`src/rtl/rcrm_pkg.sv`:
```
package rcrm_pkg;

  localparam int DEF_WORKER_SLOTS   = 32;
  localparam int DEF_RESOURCE_KINDS = 16;
  localparam int DEF_INSTANCES      = 20;

  localparam int ACTION_W    = 2;
  localparam int WORKER_W    = 5;
  localparam int RESOURCE_W  = 4;
  localparam int KIND_W      = 3;
  localparam int REMAINING_W = 5;

  typedef logic [WORKER_W-1:0]    worker_t;
  typedef logic [RESOURCE_W-1:0]  resource_t;
  typedef logic [REMAINING_W-1:0] remaining_t;

  typedef enum logic [ACTION_W-1:0] {
    ACT_CLAIM     = 2'd0,
    ACT_RELEASE   = 2'd1,
    ACT_TERMINATE = 2'd2,
    ACT_ACTIVATE  = 2'd3
  } act_t;

  typedef enum logic [KIND_W-1:0] {
    KIND_GRANTED  = 3'd0,
    KIND_RELEASED = 3'd1,
    KIND_BLOCKED  = 3'd2,
    KIND_WOKEN    = 3'd3,
    KIND_DONE     = 3'd4,
    KIND_ERROR    = 3'd5
  } kind_t;

  typedef enum logic [1:0] {
    SLOT_FREE    = 2'd0,
    SLOT_RUNNING = 2'd1,
    SLOT_BLOCKED = 2'd2
  } slot_t;

  // datapath operations issued by the controller
  typedef enum logic [3:0] {
    OP_NONE,
    OP_CLEAR,
    OP_ACCEPT,
    OP_LOOK,
    OP_DECIDE,
    OP_TRD,
    OP_TWR,
    OP_TDONE,
    OP_SCAN,
    OP_WWR,
    OP_FLUSH
  } op_t;

  typedef enum logic [3:0] {
    ST_CLEAR,
    ST_IDLE,
    ST_LOOK,
    ST_DECIDE,
    ST_TRD,
    ST_TWR,
    ST_TDONE,
    ST_SCAN,
    ST_WAKE,
    ST_FLUSH
  } ctrl_state_t;

  typedef struct packed {
    op_t  op;
    logic cnt_clr;
    logic cnt_inc;
  } cmd_t;

  typedef struct packed {
    logic term_go;
    logic wakeable;
    logic out_free;
    logic cnt_last_addr;
    logic cnt_last_slot;
    logic cnt_last_kind;
  } stat_t;

endpackage

```
`src/rtl/rcrm_ram.sv`:
```
module rcrm_ram #(
  parameter int WIDTH = 8,
  parameter int DEPTH = 512
) (
  input  logic                     clk,
  input  logic                     we,
  input  logic [$clog2(DEPTH)-1:0] addr,
  input  logic [WIDTH-1:0]         wdata,
  output logic [WIDTH-1:0]         rdata
);

  logic [WIDTH-1:0] mem [DEPTH];

  always_ff @(posedge clk) begin
    if (we) begin
      mem[addr] <= wdata;
    end
    rdata <= mem[addr];
  end

endmodule

```
`src/rtl/rcrm_ctrl.sv`:
```
module rcrm_ctrl (
  input  logic            clk,
  input  logic            rst,
  input  logic            in_valid,
  output logic            in_ready,
  input  rcrm_pkg::stat_t stat,
  output rcrm_pkg::cmd_t  cmd
);

  rcrm_pkg::ctrl_state_t state, state_next;

  always_ff @(posedge clk) begin
    if (rst) begin
      state <= rcrm_pkg::ST_CLEAR;
    end else begin
      state <= state_next;
    end
  end

  always_comb begin
    state_next = state;
    unique case (state)
      rcrm_pkg::ST_CLEAR:  if (stat.cnt_last_addr) state_next = rcrm_pkg::ST_IDLE;
      rcrm_pkg::ST_IDLE:   if (in_valid) state_next = rcrm_pkg::ST_LOOK;
      rcrm_pkg::ST_LOOK:   state_next = rcrm_pkg::ST_DECIDE;
      rcrm_pkg::ST_DECIDE: begin
        state_next = stat.term_go ? rcrm_pkg::ST_TRD : rcrm_pkg::ST_SCAN;
      end
      rcrm_pkg::ST_TRD:    state_next = rcrm_pkg::ST_TWR;
      rcrm_pkg::ST_TWR: begin
        state_next = stat.cnt_last_kind ? rcrm_pkg::ST_TDONE : rcrm_pkg::ST_TRD;
      end
      rcrm_pkg::ST_TDONE:  state_next = rcrm_pkg::ST_SCAN;
      rcrm_pkg::ST_SCAN: begin
        if (stat.wakeable) begin
          state_next = rcrm_pkg::ST_WAKE;
        end else if (stat.cnt_last_slot) begin
          state_next = rcrm_pkg::ST_FLUSH;
        end
      end
      rcrm_pkg::ST_WAKE: begin
        if (stat.out_free) begin
          state_next = stat.cnt_last_slot ? rcrm_pkg::ST_FLUSH : rcrm_pkg::ST_SCAN;
        end
      end
      rcrm_pkg::ST_FLUSH:  if (stat.out_free) state_next = rcrm_pkg::ST_IDLE;
      default:             state_next = rcrm_pkg::ST_CLEAR;
    endcase
  end

  always_comb begin
    in_ready    = 1'b0;
    cmd.op      = rcrm_pkg::OP_NONE;
    cmd.cnt_clr = 1'b0;
    cmd.cnt_inc = 1'b0;
    unique case (state)
      rcrm_pkg::ST_CLEAR: begin
        cmd.op      = rcrm_pkg::OP_CLEAR;
        cmd.cnt_clr = stat.cnt_last_addr;
        cmd.cnt_inc = !stat.cnt_last_addr;
      end
      rcrm_pkg::ST_IDLE: begin
        in_ready = 1'b1;
        if (in_valid) cmd.op = rcrm_pkg::OP_ACCEPT;
      end
      rcrm_pkg::ST_LOOK:   cmd.op = rcrm_pkg::OP_LOOK;
      rcrm_pkg::ST_DECIDE: begin
        // a valid terminate posts its result after the row sweep
        if (!stat.term_go) cmd.op = rcrm_pkg::OP_DECIDE;
        cmd.cnt_clr = 1'b1;
      end
      rcrm_pkg::ST_TRD:    cmd.op = rcrm_pkg::OP_TRD;
      rcrm_pkg::ST_TWR: begin
        cmd.op      = rcrm_pkg::OP_TWR;
        cmd.cnt_clr = stat.cnt_last_kind;
        cmd.cnt_inc = !stat.cnt_last_kind;
      end
      rcrm_pkg::ST_TDONE:  cmd.op = rcrm_pkg::OP_TDONE;
      rcrm_pkg::ST_SCAN: begin
        cmd.op      = rcrm_pkg::OP_SCAN;
        cmd.cnt_inc = !stat.wakeable && !stat.cnt_last_slot;
      end
      rcrm_pkg::ST_WAKE: begin
        if (stat.out_free) begin
          cmd.op      = rcrm_pkg::OP_WWR;
          cmd.cnt_inc = !stat.cnt_last_slot;
        end else begin
          // keep the held-count read on the woken slot while the output is busy
          cmd.op = rcrm_pkg::OP_SCAN;
        end
      end
      rcrm_pkg::ST_FLUSH: begin
        if (stat.out_free) cmd.op = rcrm_pkg::OP_FLUSH;
      end
      default: cmd.op = rcrm_pkg::OP_NONE;
    endcase
  end

endmodule

```
`src/rtl/rcrm_dp.sv`:
```
module rcrm_dp #(
  parameter int WORKER_SLOTS   = rcrm_pkg::DEF_WORKER_SLOTS,
  parameter int RESOURCE_KINDS = rcrm_pkg::DEF_RESOURCE_KINDS,
  parameter int INSTANCES      = rcrm_pkg::DEF_INSTANCES
) (
  input  logic                        clk,
  input  logic                        rst,
  input  logic [rcrm_pkg::ACTION_W-1:0] action,
  input  rcrm_pkg::worker_t           worker,
  input  rcrm_pkg::resource_t         resource,
  input  rcrm_pkg::cmd_t              cmd,
  output rcrm_pkg::stat_t             stat,
  output logic                        out_valid,
  input  logic                        out_ready,
  output logic [rcrm_pkg::KIND_W-1:0] kind,
  output rcrm_pkg::worker_t           worker_out,
  output rcrm_pkg::resource_t         resource_out,
  output rcrm_pkg::remaining_t        remaining,
  output logic                        last
);

  localparam int SW    = $clog2(WORKER_SLOTS);
  localparam int RW    = (RESOURCE_KINDS > 1) ? $clog2(RESOURCE_KINDS) : 1;
  localparam int AW    = SW + RW;
  localparam int DEPTH = 1 << AW;
  localparam int CW    = $clog2(INSTANCES + 1);

  // latched item
  rcrm_pkg::act_t      req_action;
  rcrm_pkg::worker_t   req_worker;
  rcrm_pkg::resource_t req_resource;

  rcrm_pkg::slot_t slot_state [WORKER_SLOTS];
  logic [RW-1:0]   wanted     [WORKER_SLOTS];
  logic [CW-1:0]   available  [RESOURCE_KINDS];
  logic [AW-1:0]   cnt;

  // staged result, waits until its last flag is known
  rcrm_pkg::kind_t      pend_kind;
  rcrm_pkg::worker_t    pend_worker;
  rcrm_pkg::resource_t  pend_resource;
  rcrm_pkg::remaining_t pend_remaining;

  rcrm_pkg::kind_t out_kind;

  logic [AW-1:0] ram_addr;
  logic          ram_we;
  logic [CW-1:0] ram_wdata;
  logic [CW-1:0] ram_rdata;

  logic [SW-1:0]   w_idx;
  logic [RW-1:0]   r_idx;
  logic [RW-1:0]   k_idx;
  logic [SW-1:0]   s_idx;
  logic [RW-1:0]   s_want;
  logic            w_ok;
  logic            r_ok;
  logic            s_ok;
  logic            want_ok;
  rcrm_pkg::slot_t st;
  logic [CW-1:0]   avail_r;
  logic [CW-1:0]   avail_s;
  logic [CW-1:0]   avail_s_dec;
  logic            run_ok;
  logic            claim_ok;
  logic            claim_grant;
  logic            release_ok;
  logic            activate_ok;
  logic            wakeable;
  logic            push;

  rcrm_pkg::kind_t     dec_kind;
  rcrm_pkg::resource_t dec_resource;
  logic [CW-1:0]       dec_count;

  assign w_idx   = SW'(req_worker);
  assign r_idx   = RW'(req_resource);
  assign k_idx   = cnt[RW-1:0];
  assign s_idx   = cnt[SW-1:0];
  assign w_ok    = int'(req_worker) < WORKER_SLOTS;
  assign r_ok    = int'(req_resource) < RESOURCE_KINDS;
  assign s_ok    = int'(s_idx) < WORKER_SLOTS;
  assign st      = w_ok ? slot_state[w_idx] : rcrm_pkg::SLOT_FREE;
  assign avail_r = r_ok ? available[r_idx] : '0;
  assign s_want  = s_ok ? wanted[s_idx] : '0;
  assign want_ok = int'(s_want) < RESOURCE_KINDS;
  assign avail_s = want_ok ? available[s_want] : '0;
  assign avail_s_dec = avail_s - 1'b1;

  assign run_ok      = w_ok && r_ok && (st == rcrm_pkg::SLOT_RUNNING);
  assign claim_ok    = run_ok && (req_action == rcrm_pkg::ACT_CLAIM);
  assign claim_grant = claim_ok && (avail_r != '0);
  assign release_ok  = run_ok && (req_action == rcrm_pkg::ACT_RELEASE) && (ram_rdata != '0);
  assign activate_ok = w_ok && (req_action == rcrm_pkg::ACT_ACTIVATE)
                       && (st == rcrm_pkg::SLOT_FREE);
  assign wakeable    = s_ok && (slot_state[s_idx] == rcrm_pkg::SLOT_BLOCKED) && (avail_s != '0);

  assign push = (cmd.op == rcrm_pkg::OP_WWR) || (cmd.op == rcrm_pkg::OP_FLUSH);

  assign stat.term_go       = w_ok && (req_action == rcrm_pkg::ACT_TERMINATE)
                              && (st != rcrm_pkg::SLOT_FREE);
  assign stat.wakeable      = wakeable;
  assign stat.out_free      = !out_valid || out_ready;
  assign stat.cnt_last_addr = &cnt;
  assign stat.cnt_last_slot = cnt == AW'(WORKER_SLOTS - 1);
  assign stat.cnt_last_kind = cnt == AW'(RESOURCE_KINDS - 1);

  // first result of the item; errors leave everything unchanged
  always_comb begin
    dec_kind     = rcrm_pkg::KIND_ERROR;
    dec_resource = req_resource;
    dec_count    = '0;
    if (claim_grant) begin
      dec_kind  = rcrm_pkg::KIND_GRANTED;
      dec_count = avail_r - 1'b1;
    end else if (claim_ok) begin
      dec_kind  = rcrm_pkg::KIND_BLOCKED;
      dec_count = avail_r;
    end else if (release_ok) begin
      dec_kind  = rcrm_pkg::KIND_RELEASED;
      dec_count = avail_r + 1'b1;
    end else if (activate_ok) begin
      dec_kind     = rcrm_pkg::KIND_DONE;
      dec_resource = '0;
    end
  end

  always_comb begin
    unique case (cmd.op) inside
      rcrm_pkg::OP_CLEAR:                 ram_addr = cnt;
      rcrm_pkg::OP_TRD, rcrm_pkg::OP_TWR:  ram_addr = {w_idx, k_idx};
      rcrm_pkg::OP_SCAN, rcrm_pkg::OP_WWR: ram_addr = {s_idx, s_want};
      default:                            ram_addr = {w_idx, r_idx};
    endcase
  end

  always_comb begin
    ram_we    = 1'b0;
    ram_wdata = '0;
    unique case (cmd.op) inside
      rcrm_pkg::OP_CLEAR, rcrm_pkg::OP_TWR: ram_we = 1'b1;
      rcrm_pkg::OP_WWR: begin
        ram_we    = 1'b1;
        ram_wdata = ram_rdata + 1'b1;
      end
      rcrm_pkg::OP_DECIDE: begin
        ram_we    = claim_grant || release_ok;
        ram_wdata = claim_grant ? ram_rdata + 1'b1 : ram_rdata - 1'b1;
      end
      default: ram_we = 1'b0;
    endcase
  end

  rcrm_ram #(
    .WIDTH(CW),
    .DEPTH(DEPTH)
  ) u_held (
    .clk  (clk),
    .we   (ram_we),
    .addr (ram_addr),
    .wdata(ram_wdata),
    .rdata(ram_rdata)
  );

  always_ff @(posedge clk) begin
    if (rst) begin
      cnt       <= '0;
      out_valid <= 1'b0;
      for (int i = 0; i < WORKER_SLOTS; i++) begin
        slot_state[i] <= rcrm_pkg::SLOT_FREE;
        wanted[i]     <= '0;
      end
      for (int j = 0; j < RESOURCE_KINDS; j++) begin
        available[j] <= CW'(INSTANCES);
      end
    end else begin
      if (cmd.cnt_clr) begin
        cnt <= '0;
      end else if (cmd.cnt_inc) begin
        cnt <= cnt + 1'b1;
      end

      if (push) begin
        out_valid <= 1'b1;
      end else if (out_ready) begin
        out_valid <= 1'b0;
      end

      unique case (cmd.op)
        rcrm_pkg::OP_DECIDE: begin
          if (claim_ok) wanted[w_idx] <= r_idx;
          if (claim_grant) begin
            available[r_idx] <= avail_r - 1'b1;
          end else if (claim_ok) begin
            slot_state[w_idx] <= rcrm_pkg::SLOT_BLOCKED;
          end
          if (release_ok) available[r_idx] <= avail_r + 1'b1;
          if (activate_ok) slot_state[w_idx] <= rcrm_pkg::SLOT_RUNNING;
        end
        rcrm_pkg::OP_TWR: begin
          available[k_idx] <= available[k_idx] + ram_rdata;
        end
        rcrm_pkg::OP_TDONE: begin
          slot_state[w_idx] <= rcrm_pkg::SLOT_FREE;
          wanted[w_idx]     <= '0;
        end
        rcrm_pkg::OP_WWR: begin
          available[s_want] <= avail_s_dec;
          slot_state[s_idx] <= rcrm_pkg::SLOT_RUNNING;
        end
        default: ;
      endcase
    end
  end

  always_ff @(posedge clk) begin
    if (cmd.op == rcrm_pkg::OP_ACCEPT) begin
      req_action   <= rcrm_pkg::act_t'(action);
      req_worker   <= worker;
      req_resource <= resource;
    end

    if (push) begin
      out_kind     <= pend_kind;
      worker_out   <= pend_worker;
      resource_out <= pend_resource;
      remaining    <= pend_remaining;
      last         <= cmd.op == rcrm_pkg::OP_FLUSH;
    end

    unique case (cmd.op)
      rcrm_pkg::OP_DECIDE: begin
        pend_kind      <= dec_kind;
        pend_worker    <= req_worker;
        pend_resource  <= dec_resource;
        pend_remaining <= rcrm_pkg::remaining_t'(dec_count);
      end
      rcrm_pkg::OP_TDONE: begin
        pend_kind      <= rcrm_pkg::KIND_DONE;
        pend_worker    <= req_worker;
        pend_resource  <= '0;
        pend_remaining <= '0;
      end
      rcrm_pkg::OP_WWR: begin
        pend_kind      <= rcrm_pkg::KIND_WOKEN;
        pend_worker    <= rcrm_pkg::worker_t'(s_idx);
        pend_resource  <= rcrm_pkg::resource_t'(s_want);
        pend_remaining <= rcrm_pkg::remaining_t'(avail_s_dec);
      end
      default: ;
    endcase
  end

  assign kind = out_kind;

endmodule

```
`src/rtl/resource_claim_release_manager.sv`:
```
// one item at a time: accept, held-count lookup and decision (IDLE, LOOK, DECIDE), then the wake
// scan visits one worker slot a cycle while no slot wakes, and stops on each woken slot
// until the output is free to take its result; a terminate first sweeps its held-count row
// in the single-port memory, returning each entry to the pool and zeroing it
// results leave through an output register; a stalled output holds the scan at its next result
// synchronous reset, then the held-count memory is zeroed one entry a cycle (512 at defaults)
module resource_claim_release_manager #(
  parameter int WORKER_SLOTS   = rcrm_pkg::DEF_WORKER_SLOTS,
  parameter int RESOURCE_KINDS = rcrm_pkg::DEF_RESOURCE_KINDS,
  parameter int INSTANCES      = rcrm_pkg::DEF_INSTANCES
) (
  input  logic                          clk,
  input  logic                          rst,
  input  logic                          in_valid,
  output logic                          in_ready,
  input  logic [rcrm_pkg::ACTION_W-1:0] action,
  input  rcrm_pkg::worker_t             worker,
  input  rcrm_pkg::resource_t           resource,
  output logic                          out_valid,
  input  logic                          out_ready,
  output logic [rcrm_pkg::KIND_W-1:0]   kind,
  output rcrm_pkg::worker_t             worker_out,
  output rcrm_pkg::resource_t           resource_out,
  output rcrm_pkg::remaining_t          remaining,
  output logic                          last
);

  rcrm_pkg::cmd_t  cmd;
  rcrm_pkg::stat_t stat;

  rcrm_ctrl u_ctrl (
    .clk     (clk),
    .rst     (rst),
    .in_valid(in_valid),
    .in_ready(in_ready),
    .stat    (stat),
    .cmd     (cmd)
  );

  rcrm_dp #(
    .WORKER_SLOTS  (WORKER_SLOTS),
    .RESOURCE_KINDS(RESOURCE_KINDS),
    .INSTANCES     (INSTANCES)
  ) u_dp (
    .clk         (clk),
    .rst         (rst),
    .action      (action),
    .worker      (worker),
    .resource    (resource),
    .cmd         (cmd),
    .stat        (stat),
    .out_valid   (out_valid),
    .out_ready   (out_ready),
    .kind        (kind),
    .worker_out  (worker_out),
    .resource_out(resource_out),
    .remaining   (remaining),
    .last        (last)
  );

  // memory clearing keeps the input closed right after reset
  a_clear_after_reset: assert property (@(posedge clk) rst |=> !in_ready)
    else $error("input open during clearing pass");

  a_busy_after_accept: assert property (@(posedge clk) disable iff (rst)
    in_valid && in_ready |=> !in_ready)
    else $error("second item taken while one is in work");

  a_wake_pushes: assert property (@(posedge clk) disable iff (rst)
    cmd.op == rcrm_pkg::OP_WWR |=> out_valid && !last)
    else $error("wakeup did not hand over a non-final result");

  a_flush_last: assert property (@(posedge clk) disable iff (rst)
    cmd.op == rcrm_pkg::OP_FLUSH |=> out_valid && last)
    else $error("final result not marked last");

endmodule
```
`config.mk`:
```
export PLATFORM = sky130hd
export DESIGN_NAME = resource_claim_release_manager
export DESIGN_NICKNAME = d
export VERILOG_FILES = /design/src/rtl/rcrm_pkg.sv /design/src/rtl/rcrm_ram.sv /design/src/rtl/rcrm_ctrl.sv /design/src/rtl/rcrm_dp.sv /design/src/rtl/resource_claim_release_manager.sv
export SDC_FILE = /design/constraint.sdc
export NUM_CORES = 2
export LEC_CHECK = 0
export BUFFER_PORTS_ARGS = -buffer_cell sky130_fd_sc_hd__buf_4
export CORE_ASPECT_RATIO = 0.8
export CORE_MARGIN = 2
export CORE_UTILIZATION = 25
export DETAILED_ROUTE_END_ITERATION = 8
export SYNTH_ARGS = -nofsm -noshare
export SYNTH_HDL_FRONTEND = slang
export SYNTH_SLANG_ARGS = --single-unit
export TNS_END_PERCENT = 100
```
`constraint.sdc`:
```
create_clock -name clk -period 28.1 [get_ports clk]
set_clock_uncertainty 0.2 [all_clocks]
set_input_delay 1.405 -clock clk [delete_from_list [all_inputs] [get_ports clk]]
set_output_delay 1.405 -clock clk [all_outputs]
set_load 0.03 [all_outputs]
```
==> metrics.md <==
| Metric | Value |
|---|---|
| Clock Latency Late Sink | `0.93 ns` |
| Main combinational cell family by area after synthesis | `simple AND/OR/NAND/NOR gates` |
| Max_cap viols | `1` |
| Synth Net Count | `8476` |
| Placer Congestion | `0.899` |
| Post-CTS Hold Fix Bufs | `0` |
| Largest net degree at the start of global routing | `197` |
| Die area | `493000 sq um` |
| Pwr dens | `65.8 nW/um^2` |
| Vias in the first global route | `71623` |
| Post-detail-place hpwl | `252000 um` |
| Fraction of registers with async set/reset | `0%` |
| Post-Syn Area per Cell | `14.4 sq um` |
| DRC viols | `0` |
| Synth Instances | `8449` |
| Cts bufs inserted | `276` |
| Seq cells post-synth | `2911` |
| Die W | `784 um` |
| Compound-gate portion of the synthesized area | `6.18%` |
| Number of vias in the routed layout | `78351` |
| Final Cell Area | `138000 sq um` |
| Die height | `628 um` |
| EDFF count, synth | `2878` |
| Synth Area in Adders | `0.129%` |
| Period utilisation layout | `35.6%` |
| Post-synth top flop | `edfxtp_1` |
| I/O Pins | `35` |
| RSZ-0062 raised after global routing | `false` |
| Xor/xnor share of the synthesized area | `0.209%` |
| Worst R2R End | `u_dp.u_held.rdata[4]` |
| WL final | `406000 um` |
| Hold Path Cell Cnt | `0` |
| Worst hold path class | `register to register` |
| Worst setup path category | `register to register` |
| Global-route congestion overflow total | `0` |
| Relative slew slack | `0.599%` |
| Total power | `9110 uW` |
| Failing checks | `max-capacitance violations` |
| Pins Over Slew Limit | `0` |
| Share of layout cells above drive strength 1 | `12.0%` |
| Min-delay src | `u_dp.pend_remaining[0]` |
| Multiplexer share of the synthesized area | `8.61%` |
| Worst R2R Path Depth | `18` |
| CP required | `28.70 ns` |
| Final setup vio count | `0` |
| Post-synthesis simple-gate area fraction | `10.8%` |
| Area of the mapped netlist | `122000 sq um` |
| Post-CTS Repair Setup Buffers | `0` |
| Global-route wire length before repair | `565000 um` |
| Clock Sinks | `2911` |
| Critical path launch point type | `register` |
| CTS tree | `built` |
| Slew @ Worst Pin | `1.48 ns` |
| Clk root buf | `clkbuf_16` |
| Static leakage | `0.0399 uW` |
| Sequential-to-total area share from yosys stat | `71.5%` |
| Arrival @ worst endpoint | `10.59 ns` |
| Reg2reg setup slack | `18.11 ns` |
| Sum of negative setup slack | `0 ns` |
| CTS H-tree lvls | `5` |
| Synth warn | `0` |
| Clock buffer depth | `4` |
| Post-CTS resize count | `0` |
| Worst Path Max Fanout | `58` |
| # port buffers | `34` |
| Vias per cell | `5.20` |
| Highest achievable clock rate | `100 MHz` |
| Layout Nets | `8428` |
| Hold Vio Cnt, Final | `0` |
| Initial core utilization | `25.1%` |
| Synth-to-Final Area Change | `13.6%` |
| Status | `complete, but fails checks` |
| Core Area | `486000 sq um` |
| Wire per inst | `26.9 um` |
| Peak supply drop | `0.0000526 V` |
| Post-synthesis cell type count | `99` |
| Min-Delay Endpoint | `u_dp.remaining[0]` |
| Pre-Repair DR Iteration Count | `8` |
| Initial antenna violation count | `35` |
| Clock slew at reported path FFs | `0.07 ns` |
| Site row count | `229` |
| CP endpoint kind | `register` |
| Iter 0 DRT Violations | `13471` |
| Period minus WS final | `9.99 ns` |
| Area after DPL | `130000 sq um` |
| Detail Route Antenna Nets | `0` |
| Final Hold Slack | `0.239 ns` |
| GRT Total Usage | `15.7%` |
-- layer usage --
metal	share of wire (%)	GRT usage [%]	up-vias
met5	0.036	0	-
met4	2.9	4.24	20
met3	16	6.01	667
met2	40	21.0	5473
met1	41	23.5	39995
li1	-	-	32196
-- worst max-delay path by stage --
stage	startpoint	to	cells after the start	slack [ns]
after CTS	register	u_dp.u_held.rdata[1]	18	18.38
after global routing	register	u_dp.u_held.rdata[4]	18	17.85
after global placement	register	u_dp.u_held.rdata[1]	18	18.41
after floorplan	register	u_dp.u_held.mem[0][3]	13	7.52
after detailed placement	register	u_dp.u_held.rdata[1]	18	18.37
final	register	u_dp.u_held.rdata[4]	18	18.11
-- registers in the layout, summed over array words and instances (netlist names), 4 cells and up, named ones only --
register	cells
u_dp.resource_out	4
u_dp.req_worker	5
u_dp.slot_state	64
u_dp.worker_out	5
u_ctrl.state	4
u_dp.u_held.mem	2560
u_dp.u_held.rdata	5
u_dp.pend_remaining	5
u_dp.cnt	9
u_dp.remaining	5
u_dp.wanted	128
u_dp.available	80
u_dp.pend_worker	5
u_dp.pend_resource	4
u_dp.r_idx	4
-- cells by family (layout without fill, tap and decap cells) --
group                      Yosys count  after routing
and+or+nand+nor                   3131           3131
DFF                               2911           2911
AOI/OAI and AO/OA                 1046           1046
muxes                              696            696
buffers and inverters              624            781
xor gates and xnor gates            29             29
adders and majority gates           12             12
other                                0              7
-- where the power goes --
group / internal (uW) / switching, uW
clock: 2080 / 1700
sequential: 4720 / 25.5
combinational: 176 / 417
total: 6970 / 2140
-- through the flow --
stage               utilization (%)  worst slack, ns  cells
floorplan                         -             7.52   8449
global placement               26.7            18.41  14587
detailed placement             26.7            18.37  14589
CTS                            28.5            18.38  15072
global route                   28.5            17.85  15075
finish                         28.5            18.11  15081
-- critical path: stages (launching register included) --
cell and delay [ns]:
dfxtp_4 0.70, buf_4 0.87, mux2i_1 0.36, a22oi_1 0.16, a211oi_4 0.51, nor4_4 0.09
buf_4 0.30, a21oi_4 0.74, buf_4 0.67, buf_4 0.63, buf_4 0.75, buf_4 0.57
buf_4 0.47, mux4_2 0.56, a221oi_1 0.78, nand3_1 0.21, o21ai_0 0.31, nand3_1 0.20
or4_1 0.55
-- placed cells by master (no fill, tap or decap), drive strengths merged, types with 52 or more instances in the layout --
cell type | Yosys | routed
o21ai | 125 | 125
mux2i | 393 | 393
mux4 | 278 | 278
a211oi | 61 | 61
buf | 315 | 261
a32oi | 52 | 52
nand2 | 1460 | 1460
a311oi | 109 | 109
edfxtp | 2878 | 2878
nor4 | 53 | 53
clkinv | 3 | 99
o22ai | 61 | 61
clkbuf | 272 | 342
a31oi | 127 | 127
a22oi | 123 | 123
nand3 | 434 | 434
a21oi | 148 | 148
nor2 | 904 | 904
nor3 | 71 | 71
-- Yosys cell counts (39+ instances only) --
master / n / share of area (%)
nand3_1: 434 / 1.8
buf_6: 39 / 0.36
a211oi_1: 60 / 0.37
a32oi_1: 52 / 0.37
mux4_2: 275 / 5.1
buf_2: 168 / 0.69
nand2_1: 1459 / 4.5
a21oi_1: 143 / 0.59
nand4_1: 48 / 0.25
a22oi_1: 123 / 0.76
a31oi_1: 127 / 0.65
nor2_1: 903 / 2.8
nor3_1: 71 / 0.29
buf_4: 59 / 0.36
o21ai_0: 111 / 0.46
edfxtp_1: 2878 / 71
mux2i_1: 393 / 3.2
clkbuf_1: 272 / 0.84
buf_1: 47 / 0.14
a311oi_1: 109 / 0.78
nor4_1: 51 / 0.26
o22ai_1: 60 / 0.31
-- area by class of cell --
type                    count  area (sq um)
diodes                      7          17.5
clock buffers             342          7350
clock inverters           141          1380
fillers                 48540        347000
inverters                  37           139
multi-input cells        4914         32100
flip-flops and latches   2911         87100
well taps                6468          8090
repair buffers            261          2170
Note: power is estimated with default switching activity, not from simulation.
